[config.mk]
export PLATFORM = sky130hd
export DESIGN_NAME = bucketed_priority_queue
export DESIGN_NICKNAME = d
export VERILOG_FILES = /design/src/design/bpq_pkg.sv /design/src/design/bucketed_priority_queue.sv /design/src/design/bpq_cell.sv
export SDC_FILE = /design/constraint.sdc
export NUM_CORES = 2
export LEC_CHECK = 0
export ABC_CLOCK_PERIOD_IN_PS = 6300
export BUFFER_PORTS_ARGS = -buffer_cell sky130_fd_sc_hd__buf_2
export CAP_MARGIN = 20
export CORE_ASPECT_RATIO = 0.8
export CORE_UTILIZATION = 63
export DETAILED_ROUTE_END_ITERATION = 10
export HOLD_SLACK_MARGIN = 0.03
export PLACE_DENSITY_LB_ADDON = 0.25
export SYNTH_ARGS = -nofsm -noshare
export SYNTH_HDL_FRONTEND = slang
export SYNTH_HIERARCHICAL = 1
export SYNTH_SLANG_ARGS = --single-unit
[constraint.sdc]
create_clock -name clock -period 6.3 [get_ports clock]
set_clock_uncertainty 0.2 [all_clocks]
set_input_delay 0.63 -clock clock [delete_from_list [all_inputs] [get_ports clock]]
set_output_delay 0.63 -clock clock [all_outputs]
set_load 0.005 [all_outputs]
[src/design/bpq_pkg.sv]
// Package for the bucketed priority queue: item structs, chain link struct,
// opcode and status codes. No dependencies.
`default_nettype none

package bpq_pkg;

   localparam logic [1:0] OP_PUSH     = 2'd0;
   localparam logic [1:0] OP_POP_FWD  = 2'd1;
   localparam logic [1:0] OP_POP_REV  = 2'd2;
   localparam logic [1:0] OP_RESERVED = 2'd3;

   localparam logic [1:0] ST_OK     = 2'd0;
   localparam logic [1:0] ST_BADPRI = 2'd1;
   localparam logic [1:0] ST_EMPTY  = 2'd2;
   localparam logic [1:0] ST_FULL   = 2'd3;

   typedef struct packed {
      logic [1:0]         op;
      logic signed [31:0] item_value;
      logic [7:0]         priority_level;
   } req_type;

   typedef struct packed {
      logic signed [31:0] popped_value;
      logic [1:0]         status;
      logic [7:0]         total_count;
   } rsp_type;

   // one hop of the cell chain
   typedef struct packed {
      logic        vld;    // request in this stage
      logic        pend;   // no cell has acted on it yet
      logic        push;   // push (else pop)
      logic        full;   // push hit a full level
      logic [7:0]  level;  // target level of a push
      logic [31:0] data;   // push value, or popped value once done
   } link_type;

endpackage

`default_nettype wire

[src/design/bucketed_priority_queue.sv]
// Invalid priority, reserved op or pop of an empty queue: the result is loaded
// in IDLE and goes straight to DONE. Push and pop: the item walks the whole
// row of level cells, one cell per cycle, and RUN loads the result. One item at a
// time: req_stall is held outside IDLE, and DONE waits while rsp_stall holds the
// previous response. Reset clears pointers, fill counts and the total;
// entry storage is not cleared and needs no clearing pass.
`default_nettype none

module bucketed_priority_queue
   import bpq_pkg::*;
#(
   parameter int LEVELS = 8,
   parameter int DEPTH  = 16
) (
   input  wire logic    clock,
   input  wire logic    reset,
   input  wire logic    req_valid,
   output logic         req_stall,
   input  wire req_type req_item,
   output logic         rsp_valid,
   input  wire logic    rsp_stall,
   output rsp_type      rsp_item
);

   localparam int TW = $clog2(LEVELS * DEPTH + 1);

   typedef enum logic [1:0] {IDLE, RUN, DONE} state_type;

   state_type     state_ff;
   logic          rsp_valid_ff;
   rsp_type       rsp_item_ff;
   rsp_type       res_ff, end_res;
   logic [TW-1:0] total_ff, total_in;
   link_type      fwd_start_ff, bwd_start_ff;
   link_type      fwd_link [LEVELS];
   link_type      bwd_link [LEVELS];
   link_type      end_link;
   logic          end_vld, bad_pri;
   logic [TW+7:0] cur_wide, nxt_wide;

   for (genvar i = 0; i < LEVELS; i++) begin : g_cell
      link_type fin, bin;
      if (i == 0) begin : g_f0
         assign fin = fwd_start_ff;
      end else begin : g_fn
         assign fin = fwd_link[i-1];
      end
      if (i == LEVELS - 1) begin : g_bl
         assign bin = bwd_start_ff;
      end else begin : g_bn
         assign bin = bwd_link[i+1];
      end
      bpq_cell #(.IDX(i), .DEPTH(DEPTH)) u_cell (
         .clock   (clock),
         .reset   (reset),
         .fwd_in  (fin),
         .bwd_in  (bin),
         .fwd_out (fwd_link[i]),
         .bwd_out (bwd_link[i])
      );
   end

   assign bad_pri  = ({1'b0, req_item.priority_level} >= 9'(LEVELS));
   assign end_vld  = fwd_link[LEVELS-1].vld || bwd_link[0].vld;
   assign end_link = fwd_link[LEVELS-1].vld ? fwd_link[LEVELS-1] : bwd_link[0];
   assign cur_wide = {8'b0, total_ff};
   assign nxt_wide = {8'b0, total_in};

   always_comb begin
      total_in = total_ff;
      end_res  = '0;
      if (end_link.push) begin
         if (end_link.full) begin
            end_res.status = ST_FULL;
         end else begin
            end_res.status = ST_OK;
            total_in       = total_ff + 1'b1;
         end
      end else begin
         end_res.status       = ST_OK;
         end_res.popped_value = end_link.data;
         total_in             = total_ff - 1'b1;
      end
      end_res.total_count = nxt_wide[7:0];
   end

   always_ff @(posedge clock) begin
      if (reset) begin
         state_ff         <= IDLE;
         rsp_valid_ff     <= 1'b0;
         total_ff         <= '0;
         fwd_start_ff.vld <= 1'b0;
         bwd_start_ff.vld <= 1'b0;
      end else begin
         if (rsp_valid_ff && !rsp_stall && state_ff != DONE) begin
            rsp_valid_ff <= 1'b0;
         end
         unique case (state_ff)
            IDLE: begin
               if (req_valid) begin
                  priority if (req_item.op == OP_PUSH && bad_pri) begin
                     res_ff   <= '{32'sd0, ST_BADPRI, cur_wide[7:0]};
                     state_ff <= DONE;
                  end else if (req_item.op == OP_PUSH) begin
                     fwd_start_ff <= '{1'b1, 1'b1, 1'b1, 1'b0, req_item.priority_level,
                                       req_item.item_value};
                     state_ff     <= RUN;
                  end else if (req_item.op == OP_RESERVED) begin
                     res_ff   <= '{32'sd0, ST_BADPRI, cur_wide[7:0]};
                     state_ff <= DONE;
                  end else if (total_ff == '0) begin
                     res_ff   <= '{32'sd0, ST_EMPTY, cur_wide[7:0]};
                     state_ff <= DONE;
                  end else if (req_item.op == OP_POP_FWD) begin
                     fwd_start_ff <= '{1'b1, 1'b1, 1'b0, 1'b0, 8'd0, 32'd0};
                     state_ff     <= RUN;
                  end else begin
                     bwd_start_ff <= '{1'b1, 1'b1, 1'b0, 1'b0, 8'd0, 32'd0};
                     state_ff     <= RUN;
                  end
               end
            end
            RUN: begin
               fwd_start_ff.vld <= 1'b0;
               bwd_start_ff.vld <= 1'b0;
               if (end_vld) begin
                  res_ff   <= end_res;
                  total_ff <= total_in;
                  state_ff <= DONE;
               end
            end
            DONE: begin
               if (!rsp_valid_ff || !rsp_stall) begin
                  rsp_item_ff  <= res_ff;
                  rsp_valid_ff <= 1'b1;
                  state_ff     <= IDLE;
               end
            end
            default: begin
               state_ff <= IDLE;
            end
         endcase
      end
   end

   assign req_stall = (state_ff != IDLE);
   assign rsp_valid = rsp_valid_ff;
   assign rsp_item  = rsp_item_ff;

endmodule

`default_nettype wire

[src/design/bpq_cell.sv]
// One priority level of the queue: a ring buffer of DEPTH entries plus the
// registered forward and reverse chain stages. Depends on bpq_pkg.
`default_nettype none

module bpq_cell
   import bpq_pkg::*;
#(
   parameter int IDX   = 0,
   parameter int DEPTH = 16
) (
   input  wire logic     clock,
   input  wire logic     reset,
   input  wire link_type fwd_in,
   input  wire link_type bwd_in,
   output link_type      fwd_out,
   output link_type      bwd_out
);

   localparam int PW = (DEPTH > 1) ? $clog2(DEPTH) : 1;
   localparam int FW = $clog2(DEPTH + 1);
   localparam int LW = $bits(link_type);

   logic [31:0]   mem [DEPTH];
   logic [PW-1:0] head_ff, head_in;
   logic [PW-1:0] tail_ff, tail_in;
   logic [FW-1:0] fill_ff, fill_in;
   link_type      fwd_ff, fwd_in_nx;
   link_type      bwd_ff, bwd_in_nx;

   logic match_push, is_full, nonempty, do_push, fwd_pop, bwd_pop, do_pop;

   assign is_full    = (fill_ff == FW'(DEPTH));
   assign nonempty   = (fill_ff != '0);
   assign match_push = fwd_in.vld && fwd_in.pend && fwd_in.push && (fwd_in.level == 8'(IDX));
   assign do_push    = match_push && !is_full;
   assign fwd_pop    = fwd_in.vld && fwd_in.pend && !fwd_in.push && nonempty;
   assign bwd_pop    = bwd_in.vld && bwd_in.pend && nonempty;
   assign do_pop     = fwd_pop || bwd_pop;

   always_comb begin
      head_in = head_ff;
      tail_in = tail_ff;
      fill_in = fill_ff;
      if (do_push) begin
         tail_in = (tail_ff == PW'(DEPTH - 1)) ? '0 : tail_ff + 1'b1;
         fill_in = fill_ff + 1'b1;
      end else if (do_pop) begin
         head_in = (head_ff == PW'(DEPTH - 1)) ? '0 : head_ff + 1'b1;
         fill_in = fill_ff - 1'b1;
      end
   end

   always_comb begin
      fwd_in_nx      = fwd_in;
      fwd_in_nx.pend = fwd_in.pend && !(match_push || fwd_pop);
      fwd_in_nx.full = fwd_in.full || (match_push && is_full);
      bwd_in_nx      = bwd_in;
      bwd_in_nx.pend = bwd_in.pend && !bwd_pop;
   end

   always_ff @(posedge clock) begin
      if (reset) begin
         head_ff    <= '0;
         tail_ff    <= '0;
         fill_ff    <= '0;
         fwd_ff.vld <= 1'b0;
         bwd_ff.vld <= 1'b0;
      end else begin
         head_ff <= head_in;
         tail_ff <= tail_in;
         fill_ff <= fill_in;
         fwd_ff  <= fwd_pop ? link_type'({fwd_in_nx[LW-1:32], mem[head_ff]}) : fwd_in_nx;
         bwd_ff  <= bwd_pop ? link_type'({bwd_in_nx[LW-1:32], mem[head_ff]}) : bwd_in_nx;
      end
   end

   always_ff @(posedge clock) begin
      if (do_push) begin
         mem[tail_ff] <= fwd_in.data;
      end
   end

   assign fwd_out = fwd_ff;
   assign bwd_out = bwd_ff;

endmodule

`default_nettype wire

==> results.py <==
metrics = {
    "yosys": {
        "netlist_instances": 9451,
        "syn_area_per_cell_um2": 20.5,
        "synth_warnings": 6,
        "syn-cell-area_um2": 194000,
    },
    "sta": {
        "setup_viol": 0,
        "maxSlewViolCount": 0,
        "hold_viol": 0,
        "max-slew-margin-rel_pct": 15.2,
        "fin_setup_tns_ns": 0,
        "tightestPinTransition_ns": 1.26,
        "fmax_ghz": 0.237,
        "finalCritPeriodShare_pct": 67.0,
        "finalCriticalPeriod_ns": 4.22,
        "rsz0062_at_grt": "false",
    },
    "grt": {
        "track_usage_pct": 30.8,
        "antenna_found_initial": 27,
        "grt_pass1_vias": 97000,
        "grt_pass1_wl_mm": 681,
        "grt_max_degree": 129,
        "grt_overflow_total": 0,
    },
    "route": {
        "drt_iter0_drc": 13600,
        "first_pass_iters": 5,
        "num_vias": 97800,
        "ant_nets": 0,
        "wl_mm": 479,
        "wl_per_cell_um": 33.7,
        "drcViolationCount": 0,
        "vias_per_cell": 6.87,
    },
    "clocking": {
        "cts_buffer_depth": 4,
        "cts.sinks": 5000,
        "clock_latency_ns": 0.98,
        "numCtsBuffers": 458,
        "cts_root_buf": "clkbuf_16",
        "cts_tree": "done",
        "cts-htree-levels": 5,
        "clk_pin_slew_ns": 0.06,
        "cts_resized": 0,
    },
    "setup_path": {
        "slowest_delay_ns": 0.94,
        "critical_path.max_fanout": 32,
        "cp_top_family": "simple AND/OR/NAND/NOR gates",
        "crit_chain": "or4_1 -> a2111oi_4 -> nand2_1 -> nor2_4",
        "critPathBufInv": 0,
        "critPathSlowestCell": "a2111oi_4",
        "worstSetupPathType": "register to register",
        "cp.arrival_ns": 4.53,
        "worstPathRequired_ns": 6.60,
        "startpoint_type": "register",
        "worstSetupEndpointType": "register",
    },
    "floorplan": {
        "die_area_um2": 310000,
        "die_h_um": 498,
        "core_area_um2": 305000,
        "initial_core_util_pct": 63.6,
        "die_w_um": 622,
        "io_pins": 90,
        "fp-row-count": 181,
    },
    "status": {
        "status": "finished clean",
    },
    "flow_run": {
        "cap_violations": 0,
    },
    "placement": {
        "place_inst": 13300,
        "dp_hpwl_mm": 276,
        "port_buffers": 89,
        "place_area_um2": 200000,
        "gp_routability_congestion": 0.871,
    },
    "pwr": {
        "p_sw_share_pct": 19.8,
        "p_seq_share_pct": 57.0,
        "internal-power_mw": 52.3,
        "peakVddDrop_mv": 0.282,
        "finalPower_mw": 65.2,
        "pwr-share-comb_pct": 0.8,
        "switchingPower_mw": 12.9,
        "clockPowerShare_pct": 42.2,
        "p_leak_nw": 66.7,
        "pwr_density_cell_nw_per_um2": 303,
    },
    "cells_and_area": {
        "syn2layout_area_growth_pct": 11.1,
        "final_cell_count_no_fill": 14200,
        "fin_area_um2": 216000,
        "nets": 9936,
        "layout-drive-gt1-share_pct": 24.5,
    },
    "min_path": {
        "hp-class": "register to register",
    },
}
[power groups by stage]
stage	registers, mW	clock network (mW)	logic, mW
2_1_floorplan	37.5	0	0.225
5_1_grt	37.2	28.9	0.561
3_3_place_gp	37.8	0	0.481
4_1_cts	37.2	27.7	0.524
3_5_place_dp	37.9	0	0.493
6_report	37.2	27.5	0.537
[state kept, by name (all words and copies together) (netlist names), 2 cells and up, named ones only]
| signal | count |
|---|---|
| fwd_start_ff | 42 |
| g_cell.u_cell/bwd_out | 287 |
| g_cell.u_cell/fill_ff | 40 |
| g_cell.u_cell/fwd_out | 343 |
| g_cell.u_cell/head_ff | 32 |
| g_cell.u_cell/mem | 4096 |
| g_cell.u_cell/tail_ff | 32 |
| res_ff | 42 |
| rsp_item | 42 |
| state_ff | 2 |
| total_ff | 8 |
[layout by cell type, fill, tap and decap left out, types with 18 or more instances in the layout]
master	instances
xnor2_1	22
nor2_1	73
edfxtp_1	4835
buf_2	91
clkbuf_1	90
nor4_2	39
mux2_2	258
mux4_2	1024
clkinv_2	97
nand3_1	68
dfxtp_1	132
conb_1	40
nor3_1	19
a21oi_1	107
nand2_1	568
a21o_1	26
and2_1	59
bufinv_16	46
clkinv_1	106
nor2_4	29
nand4_1	31
clkbuf_16	465
nor4_1	18
o21ai_0	552
dlygate4sd3_1	47
dfxtp_4	24
nor2b_1	21
mux2i_1	550
buf_4	194
inv_1	60
ha_1	67
or4_1	27
and2_2	36
[worst reg2reg max path: stages, from the launching register on]
cell and delay, ns:
edfxtp_1 0.41, or4_1 0.84, a2111oi_4 0.95, nand2_1 0.44
nor2_4 0.93
[through the flow]
stage	utilization, %	setup WS [ns]	hold WS (ns)
floorplan	-	0.719	0.200
finish	70.7	2.08	0.207
global route	70.7	1.97	0.223
CTS	70.6	2.06	0.206
global placement	65.6	2.30	0.205
detailed placement	65.6	2.14	0.205
[area by class of cell]
cell class                 count  area (um^2)
clock buffer                 567        12100
clock inverter               281         2670
tap                         4026         5040
timing repair buffer         355         2810
antenna                        9         22.5
sequential                  5000       149000
fill                       17400        89500
multi-input combinational   3925        44000
inverter                      75          297
[final timing paths]
kind,start,endpoint,slack [ns],cells after the start
hold / removal,res_ff[18],rsp_item[18],0.21,0
setup / recovery,fwd_start_ff[34],g_cell[0].u_cell/mem[14][6],2.08,4
hold reg to reg,res_ff[18],rsp_item[18],0.21,0
setup reg to reg,fwd_start_ff[34],g_cell[0].u_cell/mem[14][6],2.08,4
[what timing repair did]
action	4_1_cts	5_1_grt
hold endpoints to repair	76	0
buffers inserted	0	0
hold buffers	47	0
endpoints found under the setup margin	0	0
[layer usage]
layer / track usage, % / vias to the layer above / share of wire (%)
li1: - / 39400 / -
met5: 0 / - / 0.0052
met1: 44.1 / 50800 / 37
met4: 12.4 / 4 / 4.6
met3: 7.07 / 969 / 12
met2: 46.8 / 6524 / 46
No activity file was read; power rests on OpenSTA's default activity.
